`config.mk`:
```
export PLATFORM = sky130hd
export DESIGN_NAME = julian_day_to_calendar_date_top
export DESIGN_NICKNAME = d
export VERILOG_FILES = /design/src/sv/jdcal_pkg.sv /design/src/sv/jdcal_day_split.sv /design/src/sv/jdcal_date.sv /design/src/sv/jdcal_clock.sv /design/src/sv/julian_day_to_calendar_date_top.sv
export VERILOG_INCLUDE_DIRS = /design/src /design/src/sv
export SDC_FILE = /design/constraint.sdc
export NUM_CORES = 2
export LEC_CHECK = 0
export ABC_CLOCK_PERIOD_IN_PS = 20800
export BUFFER_PORTS_ARGS = -buffer_cell sky130_fd_sc_hd__buf_2
export CAP_MARGIN = 20
export CORE_AREA = 4 4 386 464
export CTS_BUF_LIST = sky130_fd_sc_hd__clkbuf_8
export DETAILED_ROUTE_END_ITERATION = 6
export DIE_AREA = 0 0 390 468
export PLACE_DENSITY = 0.57
export SLEW_MARGIN = 20
export SYNTH_ARGS = -nofsm -noshare
export SYNTH_HDL_FRONTEND = slang
export SYNTH_SLANG_ARGS = --single-unit
```
`constraint.sdc`:
```
create_clock -name clk -period 20.8 [get_ports clk]
set_input_delay 4.16 -clock clk [delete_from_list [all_inputs] [get_ports clk]]
set_output_delay 4.16 -clock clk [all_outputs]
set_load 0.1 [all_outputs]
```
`src/sv/julian_day_to_calendar_date_top_macros.svh`:
```
// Assertion macros for the day-number to calendar date converter.
// Used by julian_day_to_calendar_date_top; expects clk and rst in scope.
`ifndef JULIAN_DAY_TO_CALENDAR_DATE_TOP_MACROS_SVH
`define JULIAN_DAY_TO_CALENDAR_DATE_TOP_MACROS_SVH

// Condition implies an expression in the same cycle.
`define JDC_ASSERT_IMPL(label, cond, expr, msg) \
  label: assert property (@(posedge clk) disable iff (rst) (cond) |-> (expr)) \
    else $error(msg);

// Condition implies an expression after the delay given by n.
`define JDC_ASSERT_DELAY(label, cond, n, expr, msg) \
  label: assert property (@(posedge clk) disable iff (rst) (cond) |-> ##(n) (expr)) \
    else $error(msg);

`endif

```
`src/sv/jdcal_pkg.sv`:
```
// Shared types, pipeline depths and the month-length table of the converter.
// No dependencies; imported by every module of the block.
package jdcal_pkg;

  // Stage counts of the date and clock sections; the split section has three.
  localparam int SPLIT_STAGES = 3;
  localparam int DATE_STAGES  = 12;
  localparam int CLOCK_STAGES = 4;
  localparam int LATENCY      = SPLIT_STAGES + DATE_STAGES;

  typedef struct packed {
    logic signed [38:0] whole_seconds;
    logic [19:0]        micro_seconds;
  } jd_in_t;

  typedef struct packed {
    logic signed [14:0] year;
    logic [3:0]         month;
    logic [4:0]         day;
    logic [4:0]         hour;
    logic [5:0]         minute;
    logic [5:0]         second;
    logic [19:0]        micro_second;
  } jd_out_t;

  // Day number and second of day after the split section.
  typedef struct packed {
    logic [22:0] jdn;
    logic [16:0] sod;
    logic [19:0] micro;
  } jd_day_t;

  typedef struct packed {
    logic signed [14:0] year;
    logic [3:0]         month;
    logic [4:0]         day;
  } jd_date_t;

  typedef struct packed {
    logic [4:0]  hour;
    logic [5:0]  minute;
    logic [5:0]  second;
    logic [19:0] micro;
  } jd_time_t;

  // Whole days in the first e months of the shifted year, floor(30.6001 * e).
  function automatic logic [8:0] month_span(input logic [3:0] e);
    logic [8:0] span;
    case (e)
      4'd0:    span = 9'd0;
      4'd1:    span = 9'd30;
      4'd2:    span = 9'd61;
      4'd3:    span = 9'd91;
      4'd4:    span = 9'd122;
      4'd5:    span = 9'd153;
      4'd6:    span = 9'd183;
      4'd7:    span = 9'd214;
      4'd8:    span = 9'd244;
      4'd9:    span = 9'd275;
      4'd10:   span = 9'd306;
      4'd11:   span = 9'd336;
      4'd12:   span = 9'd367;
      4'd13:   span = 9'd397;
      4'd14:   span = 9'd428;
      4'd15:   span = 9'd459;
      default: span = 9'd0;
    endcase
    return span;
  endfunction

endpackage

```
`src/sv/jdcal_day_split.sv`:
```
// Splits the noon-shifted time into a day number and a second of day.
// Depends on jdcal_pkg; three register stages.
module jdcal_day_split import jdcal_pkg::*; (
  input  logic    clk,
  input  logic    rst,
  input  logic    in_valid,
  input  jd_in_t  in_word,
  output logic    out_valid,
  output jd_day_t out_word
);

  localparam logic signed [38:0] SecLow  = -39'sd211813488000;
  localparam logic signed [38:0] SecHigh = 39'sd211813487999;
  // Noon shift plus the day number of the epoch in seconds keeps the sum positive.
  localparam logic [39:0] Offset = 40'd211813531200;
  localparam int RecipShift = 41;
  localparam logic [31:0] DayRecip = 32'((64'd1 << RecipShift) / 675);

  logic signed [38:0] secs_clamped;
  logic [39:0]        shifted;
  logic [63:0]        est_prod;
  logic [31:0]        est_back;
  logic [31:0]        est_diff;
  logic [10:0]        rem;
  logic               fix;
  logic [10:0]        rem_fixed;

  logic        s1_valid;
  logic [31:0] s1_scaled;
  logic [6:0]  s1_low;
  logic [19:0] s1_micro;
  logic        s2_valid;
  logic [22:0] s2_est;
  logic [31:0] s2_scaled;
  logic [6:0]  s2_low;
  logic [19:0] s2_micro;

  always_comb begin
    if (in_word.whole_seconds < SecLow) begin
      secs_clamped = SecLow;
    end else if (in_word.whole_seconds > SecHigh) begin
      secs_clamped = SecHigh;
    end else begin
      secs_clamped = in_word.whole_seconds;
    end
    shifted = {secs_clamped[38], secs_clamped} + Offset;
  end

  // 86400 is 128 times 675: the low seven bits go straight to the second of day.
  assign est_prod  = 64'(s1_scaled) * 64'(DayRecip);
  assign est_back  = {9'b0, s2_est} * 32'd675;
  assign est_diff  = s2_scaled - est_back;
  assign rem       = est_diff[10:0];
  assign fix       = (rem >= 11'd675);
  assign rem_fixed = fix ? rem - 11'd675 : rem;

  always_ff @(posedge clk) begin
    if (rst) begin
      s1_valid  <= 1'b0;
      s2_valid  <= 1'b0;
      out_valid <= 1'b0;
    end else begin
      s1_valid  <= in_valid;
      s2_valid  <= s1_valid;
      out_valid <= s2_valid;
    end
    s1_scaled <= shifted[38:7];
    s1_low    <= shifted[6:0];
    s1_micro  <= in_word.micro_seconds;
    s2_est    <= est_prod[63:41];
    s2_scaled <= s1_scaled;
    s2_low    <= s1_low;
    s2_micro  <= s1_micro;
    out_word.jdn   <= s2_est + {22'b0, fix};
    out_word.sod   <= {rem_fixed[9:0], s2_low};
    out_word.micro <= s2_micro;
  end

endmodule

```
`src/sv/jdcal_date.sv`:
```
// Calendar date from the day number, after Meeus, as a twelve-stage pipeline.
// Depends on jdcal_pkg for the result type and the month-length table.
module jdcal_date import jdcal_pkg::*; (
  input  logic        clk,
  input  logic        rst,
  input  logic        in_valid,
  input  logic [22:0] jdn,
  output logic        out_valid,
  output jd_date_t    date_word
);

  localparam logic [13:0] AlphaRecip = 14'((64'd1 << 31) / 146097);
  localparam logic [14:0] CentRecip  = 15'((64'd1 << 27) / 7305);
  localparam logic [11:0] MonthRecip = 12'((64'd10000 << 16) / 306001);

  logic [DATE_STAGES-1:0] valid;

  logic signed [25:0] alpha_num;
  logic [25:0]        alpha_abs_full;
  logic [37:0]        alpha_prod;
  logic [23:0]        alpha_back;
  logic [23:0]        alpha_rem;
  logic               alpha_fix;
  logic [7:0]         alpha_abs;
  logic signed [7:0]  alpha_quarter;
  logic [23:0]        b_sum;
  logic [26:0]        cent_num;
  logic [41:0]        cent_prod;
  logic [26:0]        cent_back;
  logic [26:0]        cent_rem;
  logic               cent_fix;
  logic [24:0]        year_days;
  logic [22:0]        day_off;
  logic [20:0]        month_prod;
  logic [22:0]        month_scaled;
  logic [22:0]        month_back;
  logic [22:0]        month_rem;
  logic               month_fix;
  logic [3:0]         month_val;
  logic [8:0]         day_val;

  logic [23:0]        d1_mag;
  logic               d1_neg;
  logic [22:0]        d1_jdn;
  logic [6:0]         d2_est;
  logic [23:0]        d2_mag;
  logic               d2_neg;
  logic [22:0]        d2_jdn;
  logic signed [7:0]  d3_alpha;
  logic [22:0]        d3_jdn;
  logic [22:0]        d4_b;
  logic [26:0]        d5_num;
  logic [22:0]        d5_b;
  logic [13:0]        d6_est;
  logic [26:0]        d6_num;
  logic [22:0]        d6_b;
  logic [13:0]        d7_c;
  logic [22:0]        d7_b;
  logic [22:0]        d8_d;
  logic [13:0]        d8_c;
  logic [22:0]        d8_b;
  logic [8:0]         d9_bd;
  logic [13:0]        d9_c;
  logic [3:0]         d10_est;
  logic [8:0]         d10_bd;
  logic [13:0]        d10_c;
  logic [3:0]         d11_e;
  logic [8:0]         d11_bd;
  logic [13:0]        d11_c;

  // Each constant division is a reciprocal estimate that is at most one low,
  // followed a stage later by a single remainder check.
  assign alpha_num      = $signed({1'b0, jdn, 2'b00}) - 26'sd7468865;
  assign alpha_abs_full = alpha_num[25] ? 26'(-alpha_num) : 26'(alpha_num);
  assign alpha_prod     = 38'(d1_mag) * 38'(AlphaRecip);
  assign alpha_back     = {17'b0, d2_est} * 24'd146097;
  assign alpha_rem      = d2_mag - alpha_back;
  assign alpha_fix      = (alpha_rem >= 24'd146097);
  assign alpha_abs      = {1'b0, d2_est} + {7'b0, alpha_fix};

  // The quarter of alpha truncates towards zero, so negative values are biased.
  assign alpha_quarter = (d3_alpha + (d3_alpha[7] ? 8'sd3 : 8'sd0)) >>> 2;
  assign b_sum = {1'b0, d3_jdn} + 24'd1525 + {{16{d3_alpha[7]}}, d3_alpha}
               - {{16{alpha_quarter[7]}}, alpha_quarter};

  assign cent_num  = {d4_b, 4'b0} + {2'b0, d4_b, 2'b0} - 27'd2442;
  assign cent_prod = 42'(d5_num) * 42'(CentRecip);
  assign cent_back = {13'b0, d6_est} * 27'd7305;
  assign cent_rem  = d6_num - cent_back;
  assign cent_fix  = (cent_rem >= 27'd7305);

  assign year_days = {11'b0, d7_c} * 25'd1461;
  assign day_off   = d8_b - d8_d;

  assign month_prod   = {12'b0, d9_bd} * 21'(MonthRecip);
  assign month_scaled = {14'b0, d10_bd} * 23'd10000;
  assign month_back   = {19'b0, d10_est} * 23'd306001;
  assign month_rem    = month_scaled - month_back;
  assign month_fix    = (month_rem >= 23'd306001);

  assign month_val = (d11_e < 4'd14) ? d11_e - 4'd1 : d11_e - 4'd13;
  assign day_val   = d11_bd - month_span(d11_e);

  always_ff @(posedge clk) begin
    if (rst) begin
      valid <= '0;
    end else begin
      valid <= {valid[DATE_STAGES-2:0], in_valid};
    end
    d1_mag   <= alpha_abs_full[23:0];
    d1_neg   <= alpha_num[25];
    d1_jdn   <= jdn;
    d2_est   <= alpha_prod[37:31];
    d2_mag   <= d1_mag;
    d2_neg   <= d1_neg;
    d2_jdn   <= d1_jdn;
    d3_alpha <= d2_neg ? $signed(-alpha_abs) : $signed(alpha_abs);
    d3_jdn   <= d2_jdn;
    d4_b     <= b_sum[22:0];
    d5_num   <= cent_num;
    d5_b     <= d4_b;
    d6_est   <= cent_prod[40:27];
    d6_num   <= d5_num;
    d6_b     <= d5_b;
    d7_c     <= d6_est + {13'b0, cent_fix};
    d7_b     <= d6_b;
    d8_d     <= year_days[24:2];
    d8_c     <= d7_c;
    d8_b     <= d7_b;
    d9_bd    <= day_off[8:0];
    d9_c     <= d8_c;
    d10_est  <= month_prod[19:16];
    d10_bd   <= d9_bd;
    d10_c    <= d9_c;
    d11_e    <= d10_est + {3'b0, month_fix};
    d11_bd   <= d10_bd;
    d11_c    <= d10_c;
    date_word.month <= month_val;
    date_word.day   <= day_val[4:0];
    if (month_val > 4'd2) begin
      date_word.year <= $signed({1'b0, d11_c}) - 15'sd4716;
    end else begin
      date_word.year <= $signed({1'b0, d11_c}) - 15'sd4715;
    end
  end

  assign out_valid = valid[DATE_STAGES-1];

endmodule

```
`src/sv/jdcal_clock.sv`:
```
// Hour, minute and second from the second of day, delayed to meet the date.
// Depends on jdcal_pkg for the time type and the stage counts.
module jdcal_clock import jdcal_pkg::*; (
  input  logic        clk,
  input  logic [16:0] sod,
  input  logic [19:0] micro,
  output jd_time_t    time_word
);

  // The first entry of the line is the last arithmetic stage, so the line holds
  // one entry more than the gap between the two sections.
  localparam int Delay = DATE_STAGES - CLOCK_STAGES + 1;
  // Exact reciprocals: 3600 is 16 times 225 and 60 is 4 times 15.
  localparam logic [12:0] HourRecip = 13'(((64'd1 << 20) + 224) / 225);
  localparam logic [10:0] MinRecip  = 11'(((64'd1 << 14) + 14) / 15);

  logic [24:0] hour_prod;
  logic [16:0] hour_secs;
  logic [16:0] hour_rem;
  logic [20:0] min_prod;
  logic [11:0] min_secs;
  logic [11:0] sec_rem;

  logic [4:0]  c1_hour;
  logic [16:0] c1_sod;
  logic [19:0] c1_micro;
  logic [4:0]  c2_hour;
  logic [11:0] c2_rh;
  logic [19:0] c2_micro;
  logic [4:0]  c3_hour;
  logic [5:0]  c3_min;
  logic [11:0] c3_rh;
  logic [19:0] c3_micro;
  jd_time_t    line [Delay];

  assign hour_prod = {12'b0, sod[16:4]} * 25'(HourRecip);
  assign hour_secs = {12'b0, c1_hour} * 17'd3600;
  assign hour_rem  = c1_sod - hour_secs;
  assign min_prod  = {11'b0, c2_rh[11:2]} * 21'(MinRecip);
  assign min_secs  = {6'b0, c3_min} * 12'd60;
  assign sec_rem   = c3_rh - min_secs;

  always_ff @(posedge clk) begin
    c1_hour  <= hour_prod[24:20];
    c1_sod   <= sod;
    c1_micro <= micro;
    c2_hour  <= c1_hour;
    c2_rh    <= hour_rem[11:0];
    c2_micro <= c1_micro;
    c3_hour  <= c2_hour;
    c3_min   <= min_prod[19:14];
    c3_rh    <= c2_rh;
    c3_micro <= c2_micro;
    line[0].hour   <= c3_hour;
    line[0].minute <= c3_min;
    line[0].second <= sec_rem[5:0];
    line[0].micro  <= c3_micro;
    for (int i = 1; i < Delay; i++) begin
      line[i] <= line[i-1];
    end
  end

  assign time_word = line[Delay-1];

endmodule

```
`src/sv/julian_day_to_calendar_date_top.sv`:
```
// Top level of the J2000 seconds to Gregorian date and time converter.
// Depends on jdcal_pkg, jdcal_day_split, jdcal_date, jdcal_clock and the macros header.
//
//   channel   ports                  handshake
//   input     start, busy, item      word taken when start is high and busy low
//   output    done, result           word valid for the one cycle done is high
//
// One word is taken every cycle while busy is low; each result passes through
// three stages of day split and twelve of date arithmetic before it appears.
// Reset is synchronous: it empties the pipeline and holds busy high until the
// cycle after it is released. The receiver cannot stall, so the pipeline
// advances on every clock and no word is ever held back or repeated.
`include "julian_day_to_calendar_date_top_macros.svh"

module julian_day_to_calendar_date_top import jdcal_pkg::*; (
  input  logic    clk,
  input  logic    rst,
  input  logic    start,
  output logic    busy,
  input  jd_in_t  item,
  output logic    done,
  output jd_out_t result
);

  logic     accept;
  logic     split_valid;
  jd_day_t  split_word;
  jd_date_t date_word;
  jd_time_t time_word;

  assign accept = start && !busy;

  always_ff @(posedge clk) begin
    busy <= rst;
  end

  jdcal_day_split u_split (
    .clk       (clk),
    .rst       (rst),
    .in_valid  (accept),
    .in_word   (item),
    .out_valid (split_valid),
    .out_word  (split_word)
  );

  jdcal_date u_date (
    .clk       (clk),
    .rst       (rst),
    .in_valid  (split_valid),
    .jdn       (split_word.jdn),
    .out_valid (done),
    .date_word (date_word)
  );

  jdcal_clock u_clock (
    .clk       (clk),
    .sod       (split_word.sod),
    .micro     (split_word.micro),
    .time_word (time_word)
  );

  always_comb begin
    result.year         = date_word.year;
    result.month        = date_word.month;
    result.day          = date_word.day;
    result.hour         = time_word.hour;
    result.minute       = time_word.minute;
    result.second       = time_word.second;
    result.micro_second = time_word.micro;
  end

  // Every taken word comes out as a result with its fraction intact, and its fields stay in range.
  `JDC_ASSERT_DELAY(a_latency, accept, LATENCY, done, "result missing after latency")
  `JDC_ASSERT_IMPL(a_micro, done, result.micro_second == $past(item.micro_seconds, LATENCY), "fraction not aligned with date")
  `JDC_ASSERT_IMPL(a_range, done, result.month >= 4'd1 && result.month <= 4'd12 && result.day >= 5'd1 && result.hour <= 5'd23 && result.minute <= 6'd59 && result.second <= 6'd59, "field out of range")

endmodule
```
Word level (Yosys, flattened, before mapping)
Memories as Yosys holds them, arrays and structs flattened. A register that Yosys moved wholly into a read port is not among the register bits. Cells that the tools add are included.

Word-level logic and storage cells: 117. Bits in writable memories: 333. Output and inout port bits: 63. Bits in registers: 702. Memories: 2. ROM bits: 144.

Memory list: u_clock.line (words 9, width 37, read ports 9, clocked after memory_dff 0, wr ports 9, RTL line jdcal_clock.sv:34) `jd_time_t line [Delay];`; (name not given) (words 16, width 9, read ports 1, clocked after memory_dff 1, wr ports 0, RTL line jdcal_pkg.sv:49) `case (e)`.

Mux-type cells: 8. Multipliers: 14. Add/subtract/negate cells: 27. Reductions and logical operators: 2. $lt $le $gt $ge: 8.

Operators with widths (count): $mux 39 (2); $mul 32x31->63 const B (1); $sub 23x23->23 (2); $mul 27x15->41 const B (1); $add 39x39->39 const B (1); $gt 39x39->1 const B (1); $lt 39x39->1 const B (1); $mul 24x14->38 const B (1); $sub 14x13->15 const B (2); $add 27x25->27 (1); $ge 27x13->1 const B (1); $mul 14x13->27 const B (1); $sub 27x12->27 const B (1); $sub 27x27->27 (1); $sub 25x23->26 const B (1); $mul 13x13->25 const B (1); $ge 24x18->1 const B (1); $mul 7x18->24 const B (1); $mux 24 (1); $neg 24->24 (1); $sub 24x24->24 (1); $add 23x1->23 (1); $add 23x11->23 const B (1); $add 23x23->23 (1); 32 further kinds (32).

Logic depth before layout (Yosys ltp)
Depth after elaboration: 6. Mapped depth: 35. Gate-level depth less buffers: 35.

Modules after synthesis
A second synthesis with hierarchy kept.

Cell total of the unflattened synthesis: 6452. Area, all modules: 70859.2 µm².

Modules (own cells, without submodules): jdcal_date (cells each 3526, sequential area each 8127.8 µm², instances 1, area each 37195.7 µm²); jdcal_day_split (cells each 2028, sequential area each 3663.5 µm², instances 1, area each 20571.0 µm²); jdcal_clock (cells each 896, sequential area each 8888.5 µm², instances 1, area each 13058.8 µm²); julian_day_to_calendar_date_top (cells each 2, sequential area each 20.0 µm², instances 1, area each 33.8 µm²).

Worst setup path after synthesis
OpenSTA, ideal clock, no wires.

Kind: input-to-reg. Start point: input port item[49] (netlist name). End point: register u_split.s1_scaled[25]. Slack: 12.324 ns. Stages: 21. Required time: 20.672 ns. Arrival: 8.348 ns. Path through: buf_6 -> or4_4 -> nor2_1 -> nand3_1 -> o21a_1 -> a2111oi_2 -> clkbuf_1 -> buf_1 -> o21ai_0 -> ha_1 -> nand2_1 -> nand2_1 -> or4_1 -> or2_2 -> a21o_1 -> nand2_1 -> or4_1 -> nor3_1 -> o21ai_0 -> xnor2_1 -> nor2_1.

Word-level cells in the longest chain between the ends: 4. Elaborated cells on any way between the ends: 5. Classes of those cells: add/sub: 1; order compare: 2; mux: 2.

Ends and longest elaborated chain: start: declaration (RTL line julian_day_to_calendar_date_top.sv:20) `input jd_in_t item,`; $gt 39x39->1 (RTL line jdcal_day_split.sv:41) `end else if (in_word.whole_seconds > SecHigh) begin`; $mux 39 (RTL line jdcal_day_split.sv:41); $mux 39 * (RTL line jdcal_day_split.sv:39) `if (in_word.whole_seconds < SecLow) begin`; $add 39x39->39 * (RTL line jdcal_day_split.sv:46) `shifted = {secs_clamped[38], secs_clamped} + Offset;`; via u_split.shifted[32] (RTL line jdcal_day_split.sv:20) `logic [39:0] shifted;`; end signal: assignment (RTL line jdcal_day_split.sv:67) `s1_scaled <= shifted[38:7];`; end: declaration (RTL line jdcal_day_split.sv:29) `logic [31:0] s1_scaled;`.

The timed path passes the listed nets; every way through them passes the cells marked *. A chain may end at the register's enable or synchronous reset.

Worst setup path in the final report
Start point: register u_split.s1_scaled[9]. End point: register u_split.s2_est[22].

Word-level cells in the longest chain between the ends: 1.

Ends and longest elaborated chain: $mul 32x31->63 (RTL line jdcal_day_split.sv:50) `assign est_prod = 64'(s1_scaled) * 64'(DayRecip);`; via u_split.est_prod[63] (RTL line jdcal_day_split.sv:21) `logic [63:0] est_prod;`; end signal: assignment (RTL line jdcal_day_split.sv:70) `s2_est <= est_prod[63:41];`; end: declaration (RTL line jdcal_day_split.sv:33) `logic [22:0] s2_est;`.

The timed path passes the listed nets, and every way through them passes these cells.

==> metrics.md <==
| Metric | Value |
|---|---|
| Ports | 125 |
| Worst Setup Slack, final | 13.04 ns |
| Reg2Reg Depth | 24 |
| Number of slew-limit violations in the final report | 0 |
| Seq/Total Area, Yosys | 0.298 |
| Compound-Gate Fraction of Synth Area | 0.0616 |
| Setup Buffers After CTS | 0 |
| WP data required | 21.58 ns |
| Die W | 390 um |
| Post-synth top flop | dfxtp_1 |
| Fin crit period | 7.76 ns |
| Post-synthesis cell count | 6306 |
| R2R Path End | u_split.s2_est[22]$_DFF_P_ |
| Post-DR vias/cell | 4.65 |
| Grt total ovfl | 0 |
| Seq cells post-synth | 1034 |
| Die Ht | 468 um |
| CP arrival | 8.54 ns |
| Antenna Nets Post-Route | 0 |
| Initial antenna violation count | 2 |
| First-pass GRT wire length | 227000 um |
| Post-Synthesis Cell Area | 69500 um^2 |
| Largest family of logic cells by synthesized area | adder cells |
| Hold Path Origin | u_date.d5_b[4]$_DFF_P_ |
| Synth Warn # | 0 |
| CP Max Fanout | 11 |
| Syn avg cell area | 11.0 um^2 |
| Hold Fails Final Rpt | 0 |
| Largest net degree at the start of global routing | 33 |
| Die area | 183000 um^2 |
| Post-place setup slack | 12.14 ns |
| Clock Tree Root | clkbuf_8 |
| PortBufs | 124 |
| Total of max-cap violations | 0 |
| Clock Path Buffers | 3 |
| Post-synthesis async set-or-reset flop share | 0 |
| Mux contribution to synthesized area | 0.00245 |
| Final design utilization | 0.438 |
| Final wirelength | 136000 um |
| Period utilization | 0.373 |
| Core Rows | 168 |
| Synth Area in Adders | 0.465 |
| Gpl congestion | 0.861 |
| CP Capture Type | flop |
| DR pass1 iterations | 7 |
| Filler cell count | 16.6k |
| Post-CTS Hold Buffers | 0 |
| CTS resizes | 0 |
| CTS tree | yes |
| Failing checks | design-rule violations |
| Status | finished, violations left |
| Final #Nets | 8735 |
| Synth Area in XOR/XNOR | 0.0471 |
| Area after DPL | 72700 um^2 |
| TritonCTS Buffers | 162 |
| GRT Total Usage | 0.155 |
| Number of enable flip-flop cells after synthesis | 0 |
| Clock sinks | 1034 |
| H-tree Lvls | 4 |
| Commonest non-fill, non-tap cells in the layout | ha_1, inv_1, dfxtp_1 |
| Synth-to-Final Area Change | 9.83% |
| Final setup fails | 0 |
| Clk_lat worst skew | 0.91 ns |
| CP Launch Type | flop |
| Routed len/inst | 15.2 um |
| Final instance area | 76400 um^2 |
| WHS Endpoint | u_date.d6_b[4]$_DFF_P_ |
| Hold depth | 0 |
| F_max | 129 MHz |
| Unique masters post-synth | 81 |
| Post-Synth Simple-Gate Area | 0.0491 |
| Post-DP HPWL | 112000 um |
| DRC Markers | 1 |
| Iter 0 DRT Violations | 1241 |
| Worst Max-Slew Pin Slew | 0.939 ns |
| Rel. slew slack | 0.373 |
| CP Class | reg -> reg |
| Share of cells above drive strength 1 | 0.0622 |
| R2r startpoint | u_split.s1_scaled[9]$_DFF_P_ |
| Flop2flop setup slack | 13.04 ns |
| Vias | 41.7k |
| Setup total negative slack | 0 ns |
| Starting Density | 0.398 |
| Core footprint | 174000 um^2 |
| Vias in the first global route | 45.1k |
| Clock skew | 0.0614 ns |
| Commonest non-fill, non-tap cell in the layout | ha_1 |
| RSZ-0062 raised after global routing | false |
| Syn Nets | 8500 |
| Clock-pin slew on the worst setup and hold paths | 0.06 ns |
| Hold Crit Class | reg -> reg |
[worst max-delay path: stages, from the launching register on]
cell and delay [ns]:
dfxtp_1 0.56, fa_1 0.53, ha_1 0.29, inv_1 0.06, fa_1 0.52, inv_1 0.06, fa_1 0.47, fa_1 0.49
inv_1 0.06, fa_1 0.53, inv_1 0.06, fa_1 0.57, fa_1 0.43, ha_1 0.37, or3_1 0.35, o21ai_0 0.08
a211oi_1 0.07, a211oi_1 0.25, o21ai_1 0.20, o31ai_1 0.67, o2bb2ai_1 0.23, a41oi_1 0.33, a21oi_1 0.14, a21oi_1 0.20
xnor2_1 0.13
[flip-flops by register name, summed over array words and instances (netlist names), 24 cells and up, named ones only]
name and count:
u_split.s1_scaled 32, u_date.d5_num 25, u_date.d6_num 25, u_split.out_word 60
u_date.date_word 24, u_clock.line 333
[final cells by class]
cell class	count	area, um^2	area share
clock buffer	195	2680	0.0351
timing repair buffer	131	673	0.00882
sequential	1034	20700	0.271
inverter	1324	4970	0.0651
antenna	1	2.50	0.0000328
tap	2295	2870	0.0376
clock inverter	97	970	0.0127
multi-input combinational	3888	43500	0.570
[synth_stat cells (all sizes together) (5+ instances only)]
library cell,count,share of area
a21boi,13,0.0014
o21a,42,0.0045
a211o,7,0.00088
or3,12,0.0011
o2111ai,5,0.00063
ha,1378,0.25
a31oi,24,0.0022
and4,9,0.0011
a31o,10,0.0013
o211ai,15,0.0016
nand4,29,0.0026
mux2i,8,0.0012
xor2,127,0.016
a41oi,6,0.00076
a211oi,19,0.0021
mux2,6,0.00097
buf,44,0.0046
nor2b,48,0.0043
nand2b,33,0.0030
dfxtp,1034,0.30
nand2,182,0.0098
xnor2,247,0.031
nor2,192,0.010
o21bai,28,0.0030
nor3,51,0.0037
o21ai,132,0.0095
nand3,62,0.0045
a21o,106,0.011
fa,754,0.22
nand4b,6,0.00076
nor4,10,0.00090
nor3b,8,0.00086
and3,29,0.0026
clkbuf,16,0.00086
o31ai,17,0.0018
a21oi,192,0.014
or2,6,0.00054
or4,5,0.00059
inv,1323,0.071
a2111oi,7,0.00097
and2,8,0.00072
[worst max path at each step]
stage                                    end                          from  cells past startpoint  slack (ns)
2_1_floorplan  u_split.s1_scaled[25]$_DFF_P_                      item[49]                     21       12.32
3_3_place_gp   u_split.s1_scaled[25]$_DFF_P_                      item[49]                     21       12.09
3_5_place_dp   u_split.s1_scaled[27]$_DFF_P_                      item[49]                     19       12.14
4_1_cts           u_split.s2_est[22]$_DFF_P_  u_split.s1_scaled[2]$_DFF_P_                     22       12.98
5_1_grt                                 flop      u_date.d10_bd[0]$_DFF_P_                     31       12.52
6_report          u_split.s2_est[22]$_DFF_P_  u_split.s1_scaled[9]$_DFF_P_                     24       13.04
[routing by layer]
metal  wire, um  vias to the layer above  global-route usage
met5          0                        -                   0
met4       3810                        0              0.0490
met3       3660                      197              0.0222
met2      73600                      491               0.299
met1      54800                    20300               0.174
li1           -                    20700                   -
[kinds of logic after synthesis]
| kind of cell | after synthesis |
|---|---|
| buffers and inverters | 1384 |
| flip-flops | 1034 |
| XOR/XNOR | 374 |
| AO/OA/AOI/OAI | 665 |
| adder cells (fa/ha/maj) | 2132 |
| multiplexers | 15 |
| AND/OR/NAND/NOR | 702 |
[metrics by stage]
stage,std cells,hold slack [ns]
floorplan,6306,0.310
global placement,8672,0.310
CTS,8964,0.298
detailed placement,8672,0.312
finish,8965,0.300
global route,8965,0.300
Power is not shown: default switching activity piles up to over one toggle a cycle in this logic, so the estimate is an artifact.
